===== config.mk =====
export PLATFORM = sky130hd
export DESIGN_NAME = one_wire_bus_master_top
export DESIGN_NICKNAME = d
export VERILOG_FILES = /design/src/rtl/owm_pkg.sv /design/src/rtl/owm_cfg_regs.sv /design/src/rtl/owm_engine.sv /design/src/rtl/one_wire_bus_master_top.sv
export SDC_FILE = /design/constraint.sdc
export NUM_CORES = 1
export LEC_CHECK = 0
export ABC_CLOCK_PERIOD_IN_PS = 5930
export BUFFER_PORTS_ARGS = -buffer_cell sky130_fd_sc_hd__clkbuf_2
export CAP_MARGIN = 20
export CORE_MARGIN = 2
export CORE_UTILIZATION = 55
export CTS_CLUSTER_SIZE = 28
export DETAILED_ROUTE_END_ITERATION = 8
export GPL_TIMING_DRIVEN = 0
export PLACE_DENSITY = 0.76
export SKIP_LAST_GASP = 1
export SLEW_MARGIN = 40
export SYNTH_ARGS = -nofsm -noshare
export SYNTH_HDL_FRONTEND = slang
export SYNTH_HIERARCHICAL = 1
export SYNTH_SLANG_ARGS = --single-unit

===== constraint.sdc =====
create_clock -name clk_i -period 5.93 [get_ports clk_i]
set_clock_uncertainty 0.15 [all_clocks]
set_input_delay 1.186 -clock clk_i [delete_from_list [all_inputs] [get_ports clk_i]]
set_output_delay 1.186 -clock clk_i [all_outputs]
set_load 0.02 [all_outputs]

===== src/rtl/owm_pkg.sv =====
// ----------------------------------------------------------------------------
// One-wire bus master package
// Shared types and constants for the bus master.
// ----------------------------------------------------------------------------
package owm_pkg;

  localparam int unsigned NumCfg = 6;
  localparam int unsigned CfgIdxW = 3;
  localparam int unsigned TimeW = 10;

  localparam logic [CfgIdxW-1:0] CfgResetLow  = 3'd0;
  localparam logic [CfgIdxW-1:0] CfgPresWait  = 3'd1;
  localparam logic [CfgIdxW-1:0] CfgResetTail = 3'd2;
  localparam logic [CfgIdxW-1:0] CfgSlotLow   = 3'd3;
  localparam logic [CfgIdxW-1:0] CfgSampWait  = 3'd4;
  localparam logic [CfgIdxW-1:0] CfgSlotTail  = 3'd5;

  localparam logic [7:0] CmdSearchRom = 8'hF0;
  localparam logic [7:0] CmdMatchRom  = 8'h55;
  localparam logic [7:0] CmdSkipRom   = 8'hCC;

  typedef enum logic [2:0] {
    KindTick   = 3'd0,
    KindReset  = 3'd1,
    KindByte   = 3'd2,
    KindSearch = 3'd3,
    KindCmd    = 3'd4
  } kind_e;

  typedef enum logic [2:0] {
    OpNone   = 3'd0,
    OpReset  = 3'd1,
    OpByte   = 3'd2,
    OpSearch = 3'd3,
    OpCmd    = 3'd4
  } op_e;

  typedef enum logic [3:0] {
    PhIdle       = 4'd0,
    PhRstLow     = 4'd1,
    PhRstWait    = 4'd2,
    PhRstTail    = 4'd3,
    PhSlotLow    = 4'd4,
    PhSlotSample = 4'd5,
    PhSlotTail   = 4'd6
  } phase_e;

  typedef enum logic [1:0] {
    SubFirst = 2'd0,
    SubSecond = 2'd1,
    SubWrite = 2'd2,
    SubSendCmd = 2'd3
  } sub_e;

  typedef enum logic [1:0] {
    StOk = 2'd0,
    StNoPresence = 2'd1,
    StDataErr = 2'd2
  } status_e;

  typedef struct packed {
    logic [2:0]  kind;
    logic        line_level;
    logic [7:0]  data_byte;
    logic [63:0] rom_id;
    logic        use_match;
    logic [6:0]  last_discrepancy;
  } in_t;

  typedef struct packed {
    logic        drive_low;
    logic        busy_res;
    logic        done_res;
    logic [7:0]  read_byte;
    logic [1:0]  status;
    logic [6:0]  next_discrepancy;
    logic [63:0] found_id;
  } out_t;

  typedef struct packed {
    logic [TimeW-1:0] reset_low;
    logic [TimeW-1:0] pres_wait;
    logic [TimeW-1:0] reset_tail;
    logic [TimeW-1:0] slot_low;
    logic [TimeW-1:0] samp_wait;
    logic [TimeW-1:0] slot_tail;
  } cfg_t;

endpackage


===== src/rtl/owm_cfg_regs.sv =====
// ----------------------------------------------------------------------------
// One-wire bus master timing registers
// Holds the six timing registers written through the configuration port.
// ----------------------------------------------------------------------------
module owm_cfg_regs (
  input  logic                          clk_i,
  input  logic                          rst_ni,
  input  logic                          we_i,
  input  logic [owm_pkg::CfgIdxW-1:0]   idx_i,
  input  logic [owm_pkg::TimeW-1:0]     data_i,
  output owm_pkg::cfg_t                 cfg_o
);
  import owm_pkg::*;

  cfg_t cfg_q;

  always_ff @(posedge clk_i or negedge rst_ni) begin
    if (!rst_ni) begin
      cfg_q.reset_low  <= TimeW'(480);
      cfg_q.pres_wait  <= TimeW'(66);
      cfg_q.reset_tail <= TimeW'(414);
      cfg_q.slot_low   <= TimeW'(1);
      cfg_q.samp_wait  <= TimeW'(14);
      cfg_q.slot_tail  <= TimeW'(45);
    end else if (we_i) begin
      case (idx_i)
        CfgResetLow:  cfg_q.reset_low  <= data_i;
        CfgPresWait:  cfg_q.pres_wait  <= data_i;
        CfgResetTail: cfg_q.reset_tail <= data_i;
        CfgSlotLow:   cfg_q.slot_low   <= data_i;
        CfgSampWait:  cfg_q.samp_wait  <= data_i;
        CfgSlotTail:  cfg_q.slot_tail  <= data_i;
        default: ;
      endcase
    end
  end

  assign cfg_o = cfg_q;

endmodule


===== src/rtl/owm_engine.sv =====
// ----------------------------------------------------------------------------
// One-wire bus master engine
// Timing state machine: one item per in_fire_i cycle, combinational result.
// ----------------------------------------------------------------------------
module owm_engine #(
  parameter int unsigned ROM_BYTES = 8
) (
  input  logic          clk_i,
  input  logic          rst_ni,
  input  owm_pkg::cfg_t cfg_i,
  input  logic          in_fire_i,
  input  owm_pkg::in_t  in_i,
  output owm_pkg::out_t res_d_o
);
  import owm_pkg::*;

  localparam int unsigned TotBits = ROM_BYTES * 8;
  localparam int unsigned KW = (TotBits > 1) ? $clog2(TotBits) : 1;
  localparam int unsigned IdxW = 4;

  phase_e            phase_q, phase_d;
  logic [TimeW-1:0]  timer_q, timer_d;
  logic [6:0]        bitcnt_q, bitcnt_d;
  logic [7:0]        shift_q, shift_d;
  logic [63:0]       id_q, id_d;
  logic [6:0]        din_q, din_d, dout_q, dout_d;
  sub_e              sub_q, sub_d;
  logic              first_q, first_d, slotv_q, slotv_d, samp_q, samp_d;
  logic [IdxW-1:0]   bidx_q, bidx_d;
  logic              match_q, match_d;
  logic [7:0]        cmd_q, cmd_d;
  logic [1:0]        st_q, st_d;
  op_e               op_q, op_d;

  logic [TimeW:0]    t1;
  logic [TimeW-1:0]  lim;
  logic              el, done;
  logic [6:0]        pos;
  logic [KW-1:0]     k;
  logic              bsel;
  logic [IdxW-1:0]   nidx, lastpre;
  logic [7:0]        nsh;
  logic [2:0]        bsh;

  always_ff @(posedge clk_i or negedge rst_ni) begin
    if (!rst_ni) begin
      phase_q <= PhIdle; timer_q <= '0; bitcnt_q <= '0; shift_q <= '0;
      id_q <= '0; din_q <= '0; dout_q <= '0; sub_q <= SubFirst;
      first_q <= 1'b0; slotv_q <= 1'b0; samp_q <= 1'b0; bidx_q <= '0;
      match_q <= 1'b0; cmd_q <= '0; st_q <= '0; op_q <= OpNone;
    end else if (in_fire_i) begin
      phase_q <= phase_d; timer_q <= timer_d; bitcnt_q <= bitcnt_d;
      shift_q <= shift_d; id_q <= id_d; din_q <= din_d; dout_q <= dout_d;
      sub_q <= sub_d; first_q <= first_d; slotv_q <= slotv_d;
      samp_q <= samp_d; bidx_q <= bidx_d; match_q <= match_d;
      cmd_q <= cmd_d; st_q <= st_d; op_q <= op_d;
    end
  end

  always_comb begin
    case (phase_q)
      PhRstLow:     lim = cfg_i.reset_low;
      PhRstWait:    lim = cfg_i.pres_wait;
      PhRstTail:    lim = cfg_i.reset_tail;
      PhSlotLow:    lim = cfg_i.slot_low;
      PhSlotSample: lim = cfg_i.samp_wait;
      PhSlotTail:   lim = cfg_i.slot_tail;
      default:      lim = '0;
    endcase
  end

  assign t1   = {1'b0, timer_q} + 1'b1;
  assign el   = t1 >= {1'b0, lim};
  assign pos  = bitcnt_q;
  assign k    = KW'(7'(TotBits) - pos);
  assign nsh  = {samp_q, shift_q[7:1]};
  assign nidx = bidx_q + 1'b1;
  assign lastpre = match_q ? IdxW'(ROM_BYTES + 1) : IdxW'(1);
  assign bsh  = 3'(nidx - 1'b1);

  always_comb begin
    phase_d = phase_q; timer_d = timer_q; bitcnt_d = bitcnt_q;
    shift_d = shift_q; id_d = id_q; din_d = din_q; dout_d = dout_q;
    sub_d = sub_q; first_d = first_q; slotv_d = slotv_q; samp_d = samp_q;
    bidx_d = bidx_q; match_d = match_q; cmd_d = cmd_q; st_d = st_q;
    op_d = op_q; done = 1'b0; bsel = first_q;

    if (in_i.kind == KindTick) begin
      if (phase_q != PhIdle) begin
        timer_d = el ? '0 : t1[TimeW-1:0];
      end
      if (phase_q != PhIdle && el) begin
        case (phase_q)
          PhRstLow:  phase_d = PhRstWait;
          PhRstWait: begin
            st_d = in_i.line_level ? StNoPresence : StOk;
            phase_d = PhRstTail;
          end
          PhRstTail: begin
            if (!in_i.line_level) st_d = StNoPresence;
            if (op_q == OpSearch) begin
              if (st_d != StOk) begin
                phase_d = PhIdle; st_d = StNoPresence; done = 1'b1;
              end else begin
                sub_d = SubSendCmd; shift_d = CmdSearchRom; bitcnt_d = 7'd8;
                slotv_d = CmdSearchRom[0]; phase_d = PhSlotLow;
              end
            end else if (op_q == OpCmd) begin
              bidx_d = '0; bitcnt_d = 7'd8;
              shift_d = match_q ? CmdMatchRom : CmdSkipRom;
              slotv_d = shift_d[0]; phase_d = PhSlotLow;
            end else begin
              phase_d = PhIdle; done = 1'b1;
            end
          end
          PhSlotLow: phase_d = PhSlotSample;
          PhSlotSample: begin
            samp_d = slotv_q & in_i.line_level;
            phase_d = PhSlotTail;
          end
          PhSlotTail: begin
            if (op_q != OpSearch || sub_q == SubSendCmd) begin
              shift_d = nsh; bitcnt_d = bitcnt_q - 1'b1;
              if (bitcnt_d != '0) begin
                slotv_d = nsh[0]; phase_d = PhSlotLow;
              end else if (op_q == OpSearch) begin
                sub_d = SubFirst; bitcnt_d = 7'(TotBits);
                slotv_d = 1'b1; phase_d = PhSlotLow;
              end else if (op_q == OpCmd) begin
                bidx_d = nidx;
                if (nidx < lastpre) begin
                  shift_d = id_q[{bsh, 3'b000} +: 8];
                  bitcnt_d = 7'd8; slotv_d = shift_d[0]; phase_d = PhSlotLow;
                end else if (nidx == lastpre) begin
                  shift_d = cmd_q; bitcnt_d = 7'd8;
                  slotv_d = cmd_q[0]; phase_d = PhSlotLow;
                end else begin
                  phase_d = PhIdle; done = 1'b1;
                end
              end else begin
                phase_d = PhIdle; st_d = StOk; done = 1'b1;
              end
            end else if (sub_q == SubFirst) begin
              first_d = samp_q; sub_d = SubSecond;
              slotv_d = 1'b1; phase_d = PhSlotLow;
            end else if (sub_q == SubSecond) begin
              if (first_q && samp_q) begin
                phase_d = PhIdle; st_d = StDataErr; done = 1'b1;
              end else begin
                if (!first_q && !samp_q &&
                    (din_q > pos || (id_q[k] && din_q != pos))) begin
                  bsel = 1'b1; dout_d = pos;
                end
                id_d[k] = bsel;
                sub_d = SubWrite; slotv_d = bsel; phase_d = PhSlotLow;
              end
            end else begin
              bitcnt_d = bitcnt_q - 1'b1;
              if (bitcnt_d == '0) begin
                phase_d = PhIdle; st_d = StOk; done = 1'b1;
              end else begin
                sub_d = SubFirst; slotv_d = 1'b1; phase_d = PhSlotLow;
              end
            end
          end
          default: ;
        endcase
      end
    end else if (phase_q == PhIdle && in_i.kind <= KindCmd) begin
      op_d = op_e'(in_i.kind); st_d = StOk; timer_d = '0;
      case (in_i.kind)
        KindByte: begin
          shift_d = in_i.data_byte; bitcnt_d = 7'd8;
          slotv_d = in_i.data_byte[0]; phase_d = PhSlotLow;
        end
        KindSearch: begin
          din_d = in_i.last_discrepancy; dout_d = '0;
          id_d = in_i.rom_id; phase_d = PhRstLow;
        end
        KindCmd: begin
          match_d = in_i.use_match; cmd_d = in_i.data_byte;
          id_d = in_i.rom_id; phase_d = PhRstLow;
        end
        default: phase_d = PhRstLow;
      endcase
    end

    if (done) timer_d = '0;

    res_d_o = '0;
    case (phase_d)
      PhRstLow, PhSlotLow:       res_d_o.drive_low = 1'b1;
      PhSlotSample, PhSlotTail:  res_d_o.drive_low = !slotv_d;
      default:                   res_d_o.drive_low = 1'b0;
    endcase
    res_d_o.busy_res = phase_d != PhIdle;
    res_d_o.done_res = done;
    if (done) begin
      res_d_o.status = st_d;
      if (op_d == OpByte) res_d_o.read_byte = shift_d;
      if (op_d == OpSearch) begin
        res_d_o.found_id = id_d;
        if (st_d == StOk) res_d_o.next_discrepancy = dout_d;
      end
    end
  end

endmodule


===== src/rtl/one_wire_bus_master_top.sv =====
// ----------------------------------------------------------------------------
// One-wire bus master top level
// Handshake ports, timing registers, engine and result register.
// ----------------------------------------------------------------------------
// Each input transaction (a microsecond tick or a start request) is taken on
// its input handshake and yields one result transaction through an output
// register, so the block sustains one item per cycle while out_ready_i does
// not stall the result register. A new item is accepted while the result
// register is empty or is being drained in the same cycle.
module one_wire_bus_master_top #(
  parameter int unsigned ROM_BYTES = 8
) (
  input  logic                        clk_i,
  input  logic                        rst_ni,
  input  logic                        in_valid_i,
  output logic                        in_ready_o,
  input  owm_pkg::in_t                in_data_i,
  output logic                        out_valid_o,
  input  logic                        out_ready_i,
  output owm_pkg::out_t               out_data_o,
  input  logic                        cfg_valid_i,
  output logic                        cfg_ready_o,
  input  logic [owm_pkg::CfgIdxW-1:0] cfg_index_i,
  input  logic [owm_pkg::TimeW-1:0]   cfg_data_i
);
  import owm_pkg::*;

  cfg_t cfg;
  out_t res_d, res_q;
  logic valid_q, fire;

  assign cfg_ready_o = 1'b1;
  assign in_ready_o  = !valid_q || out_ready_i;
  assign fire        = in_valid_i && in_ready_o;

  owm_cfg_regs u_cfg (
    .clk_i, .rst_ni,
    .we_i(cfg_valid_i), .idx_i(cfg_index_i), .data_i(cfg_data_i), .cfg_o(cfg)
  );

  owm_engine #(.ROM_BYTES(ROM_BYTES)) u_eng (
    .clk_i, .rst_ni, .cfg_i(cfg), .in_fire_i(fire), .in_i(in_data_i),
    .res_d_o(res_d)
  );

  always_ff @(posedge clk_i or negedge rst_ni) begin
    if (!rst_ni) begin
      valid_q <= 1'b0;
    end else if (fire) begin
      valid_q <= 1'b1;
    end else if (out_ready_i) begin
      valid_q <= 1'b0;
    end
  end

  always_ff @(posedge clk_i) begin
    if (fire) begin
      res_q <= res_d;
    end
  end

  assign out_valid_o = valid_q;
  assign out_data_o  = res_q;

endmodule


# Yosys cells after proc, flatten, opt, wreduce, memory -nomap -nowiden
# Cells that the tools add are included.
# totals
ram_bits	0
memories	0
output_inout_bits	87
romBits	0
latchBits	0
register_bits	275
# op_classes
n_shift	1
magnitude_cmp	6
n_reduce_logical	50
n_mux	163
div	0
n_addsub	5
n_bitwise	3
eq_ne	46
mul	0
# op_table
cell	count
$mux 64	9
$mux 7	25
$mux 8	14
$mux 4	18
$bwmux 64	1
$shiftx 64x7->8	1
$pmux 10 s6	1
$mux 2	26
$mux 10	5
$mux 1	45
$eq 4x3->1 const B	6
$mux 3	8
$pmux 4 s6	1
$eq 3x2->1 const B	7
$reduce_and 10->1	2
$ne 4x4->1 const B	4
$pmux 8 s2	1
$reduce_and 2->1	8
$pmux 7 s2	1
$eq 3x3->1 const B	4
$reduce_and 4->1	3
$add 10x1->11 const B	1
$ge 11x10->1	1
$ne 2x2->1 const B	5
other kinds (44)	77

# Logic depth before layout (Yosys ltp)
# depth
depth_word	23
mapped_depth	18
mapped_depth_nobuf	14

# Hierarchy
# The synthesis kept the hierarchy.
# modules_own_cells
mod	cells_per_inst	seq_area_each_um2	instances	area_each_um2
owm_engine	1431	3253.1	1	11547.3
one_wire_bus_master_top	90	2547.4	1	2587.5
owm_cfg_regs	132	1526.5	1	2309.7

# Least setup slack after synthesis
# OpenSTA, ideal clock, no wires.
# synth_timing
kind	register to register
startpoint	register u_eng.phase_q[0]
endpoint	register res_q, in the netlist out_data_o[38] (data pin)
setup_slack_ps	1723
setup_ps	203
arrival_time_ps	3854
t_required_ps	5577
path_buffers	3
path_stages_with_launch	17
cell_sequence	dfrtp_1 > clkbuf_1 > nand2b_1 > nor3_1 > a22oi_1 > nand2_1 > a221oi_1 > ha_1 > a21o_1 > a221o_1 > a31oi_1 > o21ai_1 > clkbuf_1 > nand4_1 > clkbuf_1 > nor2_1 > a2111oi_1
# synth_via
elab_chain_cells	7
# synth_lines
element	line_no	text
start, declared	owm_engine.sv:21	phase_e phase_q, phase_d;
start signal, assigned	owm_engine.sv:52	phase_q <= phase_d; timer_q <= timer_d; bitcnt_q <= bitcnt_d;
$eq 4x3->1 (tied with other cells)	owm_engine.sv:61, owm_engine.sv:93	
$pmux 10 s6	owm_engine.sv:61	case (phase_q)
$ge 11x10->1	owm_engine.sv:73	assign el = t1 >= {1'b0, lim};
$logic_and 1x1->1	owm_engine.sv:92	if (phase_q != PhIdle && el) begin
$mux 1	owm_engine.sv:92	
$mux 1	owm_engine.sv:88	if (in_i.kind == KindTick) begin
$reduce_and 2->1 (no line)	-	
end signal, assigned	one_wire_bus_master_top.sv:58	res_q <= res_d;
end, declared	one_wire_bus_master_top.sv:29	out_t res_d, res_q;
# Several ways; a longest one is shown, not always the timed one.
# A chain may end at the register's enable or synchronous reset.

# Worst setup path after layout
# layout_timing
startpoint	register u_eng.phase_q[2]
endpoint	register res_q, in the netlist out_data_o[23] (data pin)
# layout_via
elab_chain_cells	7
# layout_lines
element	line_no	text
$eq 4x3->1 (tied with other cells)	owm_engine.sv:61, owm_engine.sv:93	
$pmux 10 s6	owm_engine.sv:61	
$ge 11x10->1	owm_engine.sv:73	
$logic_and 1x1->1	owm_engine.sv:92	
$mux 1 (*)	owm_engine.sv:92	
$mux 1 (*)	owm_engine.sv:88	
named net u_eng.done	owm_engine.sv:37	logic el, done;
$reduce_and 2->1 (no line) (*)	-	
# Mark *: on every way through the listed nets, which the timed path passes. The rest lies on a longest branch.

==> impl_metrics.json <==
{
  "outcome": "finished clean",
  "die-width_um": 177,
  "ys_seq_elements": 275,
  "pin_count": 189,
  "die_h_um": 177,
  "clock_power_share": 0.249,
  "power.leakage_nw": 7.36,
  "initial_core_util": 0.556,
  "tritoncts": "yes",
  "final_area_um2": 19100,
  "critPathKind": "flip-flop to flip-flop",
  "syn_inst": 1653,
  "dr.pass1.iters": 6,
  "drive_gt1_frac": 0.238,
  "yosysTopAreaCell": "dfrtp_1",
  "startpoint_type": "flip-flop",
  "vias": 15490,
  "antenna_left": 0,
  "pwr-share-seq": 0.386,
  "syn_area_per_cell_um2": 9.95,
  "vias_per_cell": 6.75,
  "drc": 0,
  "grt_max_degree": 64,
  "dpl_cell_area_um2": 18100,
  "post-place-cells": 2236,
  "tns_ns": 0,
  "cts_hold_buffers": 0,
  "cap_violations": 0,
  "fin_cells": 2294,
  "cts.path.max_buffers": 3,
  "antennaDiodeCount": 0,
  "worst_pin_slew_ns": 0.881,
  "critical_path.startpoint": "u_eng/phase_q[2]$_DFFE_PN0P_",
  "yosysSeqAreaShare": 0.446,
  "hold_viol": 0,
  "maxSlewViolCount": 0,
  "wl_mm": 57.3,
  "fmax_mhz": 186,
  "final_nets": 2007,
  "io_buffers": 186,
  "post-route-period-util": 0.909,
  "core_um2": 29600,
  "worstPathCellList": "clkbuf_1, nor3_4, clkbuf_1, a221oi_1, ha_1, nand2_1, o21ai_0, a31oi_1, o21ai_1, nand2_1, a21oi_2, nand3b_2, buf_2, a2111oi_1",
  "root_buffer": "clkbuf_16",
  "clk-insertion-delay-late_ns": 0.59,
  "end_kind": "flip-flop",
  "post-synth-top-area-fraction": 0.260,
  "ys.flop_type": "dfrtp_1",
  "r2r-start": "u_eng/phase_q[2]$_DFFE_PN0P_",
  "swShare": 0.403,
  "yosysWarnings": 6,
  "row_count": 63,
  "pwr-share-comb": 0.366,
  "path_clk_slew_ns": 0.06,
  "arrival_ns": 5.54,
  "gp_congestion": 0.980,
  "gr-total-overflow": 0,
  "ys_types": 89,
  "die_area_um2": 31300,
  "power_density_nw_per_um2": 411,
  "postLayoutCoreUtil": 0.647,
  "dp_hpwl_mm": 42.1,
  "numCtsBuffers": 30,
  "power_switching_mw": 3.17,
  "cp_max_fo": 10,
  "finalSetupViolCount": 0,
  "crit_required_ns": 6.08,
  "crit_path_max_incr_delay_ns": 0.56,
  "hold_class": "flip-flop to flip-flop",
  "slowest_stage": "nor3_4",
  "r2r_slack_ns": 0.54,
  "ys_top_cells_by_area": "dfrtp_1 (26%), edfxtp_1 (15%), mux2_2 (5.8%), nor2_1 (4.1%), a211oi_1 (3.6%)",
  "antenna_found_initial": 1,
  "grt_pass1_wl_mm": 88.6,
  "netlist_area_um2": 16400,
  "hp-start": "u_cfg/cfg_o[1]$_DFFE_PN0P_",
  "max-slew-margin-rel": 0.408,
  "grt.total_usage": 0.368,
  "wl_per_cell_um": 25.0,
  "p_int_mw": 4.70,
  "synth-edff-count": 84,
  "synthesis.nets": 1780,
  "syn2layout_area_growth_pct": 16.4,
  "htreeDepth": 1,
  "async_flop_share": 0.695,
  "rsz0062_at_grt": "no",
  "worst_ir_drop_vdd_uv": 275,
  "grt_pass1_vias": 14872,
  "power_mw": 7.86,
  "fin_crit_ns": 5.39,
  "numClockSinks": 275,
  "drtIter0Drc": 1926
}
-- cell families (layout without fill, tap and decap cells) --
logic type	Yosys count	after routing	synth area share
AND/OR/NAND/NOR	550	550	0.160
AO/OA/AOI/OAI	507	507	0.220
XOR/XNOR	14	14	0.00875
buffers and inverters	145	396	0.0383
adder cells (fa/ha/maj)	25	25	0.0190
multiplexers	136	136	0.108
other	1	1	0.000228
flip-flops	275	275	0.446
-- power groups by stage --
stage | combinational, mW | clock, mW | sequential [mW]
floorplan | 1.95 | 0 | 2.74
global placement | 2.66 | 0 | 3.00
detailed placement | 2.77 | 0 | 3.02
finish | 2.88 | 1.96 | 3.03
global route | 3.11 | 2.05 | 3.06
CTS | 2.79 | 1.97 | 2.99
-- metal layers --
layer | track usage | routed length [µm] | vias up
met5 | 0 | 0 | -
met4 | 0.130 | 2210 | 0
met3 | 0.0704 | 6570 | 165
met2 | 0.556 | 25000 | 1023
met1 | 0.533 | 23500 | 7566
li1 | - | - | 6736
-- state kept, by name, summed over array words and instances, names as in the netlist, 4 cells and up --
register / count
out_data_o: 84
u_eng/bitcnt_q: 7
u_eng/timer_q: 10
u_eng/bidx_q: 4
u_eng/cmd_q: 8
u_eng/shift_q: 8
u_eng/phase_q: 4
u_eng/dout_q: 7
u_cfg/cfg_o: 60
u_eng/id_q: 64
u_eng/din_q: 7
-- per-stage QoR --
stage,worst slack [ns],hold slack [ns]
after floorplan,1.72,0.320
after global placement,-0.336,0.337
after detailed placement,0.257,0.345
after CTS,0.159,0.359
after global routing,0.242,0.369
final,0.542,0.355
-- cell type report --
| type | instances | area, µm² |
|---|---|---|
| Inverter | 21 | 78.8 |
| Clock buffer | 46 | 911 |
| Multi-Input combinational cell | 1233 | 8560 |
| Sequential cell | 275 | 7330 |
| Buffer | 124 | 556 |
| Fill cell | 2436 | 10400 |
| Clock inverter | 10 | 130 |
| Tap cell | 390 | 488 |
| Timing Repair Buffer | 195 | 1080 |
-- worst paths after layout --
| kind | endpoint | depth (start not counted) |
|---|---|---|
| setup / recovery | out_data_o[23]$_DFFE_PP_ | 14 |
| hold / removal | u_cfg/cfg_o[1]$_DFFE_PN0P_ | 1 |
| setup reg to reg | out_data_o[23]$_DFFE_PP_ | 14 |
| hold reg to reg | u_cfg/cfg_o[1]$_DFFE_PN0P_ | 1 |
| max in group asynchronous | u_eng/id_q[6]$_DFFE_PN0P_ | 3 |
| min in group asynchronous | u_cfg/cfg_o[17]$_DFFE_PN0P_ | 1 |
-- synth_stat cells (13+ instances only) --
cell type	number
a311oi_1	35
o21ai_0	88
nand2_1	132
a21oi_1	101
nor2_1	180
mux4_2	25
nand3_1	29
a22oi_1	28
ha_1	25
nand2b_1	13
nor2b_1	45
mux2i_1	27
clkbuf_1	91
a211oi_1	79
a22o_1	16
edfxtp_1	84
dfstp_2	20
o31ai_1	29
and2_1	34
inv_1	20
nor3_1	56
dfrtp_1	171
a2111oi_1	21
mux2_2	84
buf_4	15
-- critical path, delay by kind of cell, from the launching register on --
family | cells | cell delay [ns]
buffers and inverters | 3 | 1.09
AOI/OAI and AO/OA | 6 | 1.81
and+or+nand+nor | 4 | 1.31
adders and majority gates | 1 | 0.35
DFF | 1 | 0.39
-- what timing repair did --
item / in CTS / in global routing
hold endpoints to repair: 0 / 0
gates resized for setup: 0 / 9
setup buffers: 0 / 2
endpoints found under the setup margin: 0 / 13
-- layout by cell type, fill, tap and decap left out, types with 21 or more instances in the layout --
cell type  Yosys  layout
nand3_1       29      29
o21ai_0       88      88
a22oi_1       28      28
nor3_1        56      48
nor2b_1       45      45
mux2_2        84      84
dfrtp_1      171     171
a21oi_1      101     101
clkbuf_16      0      30
a311oi_1      35      35
and2_1        34      34
clkbuf_1      91      93
a2111oi_1     21      21
nand2_1      132     132
o31ai_1       29      29
nor2_1       180     178
mux2i_1       27      27
edfxtp_1      84      84
a211oi_1      79      79
clkbuf_2       0     189
mux4_2        25      25
ha_1          25      25
(Power assumes the default switching activity.)
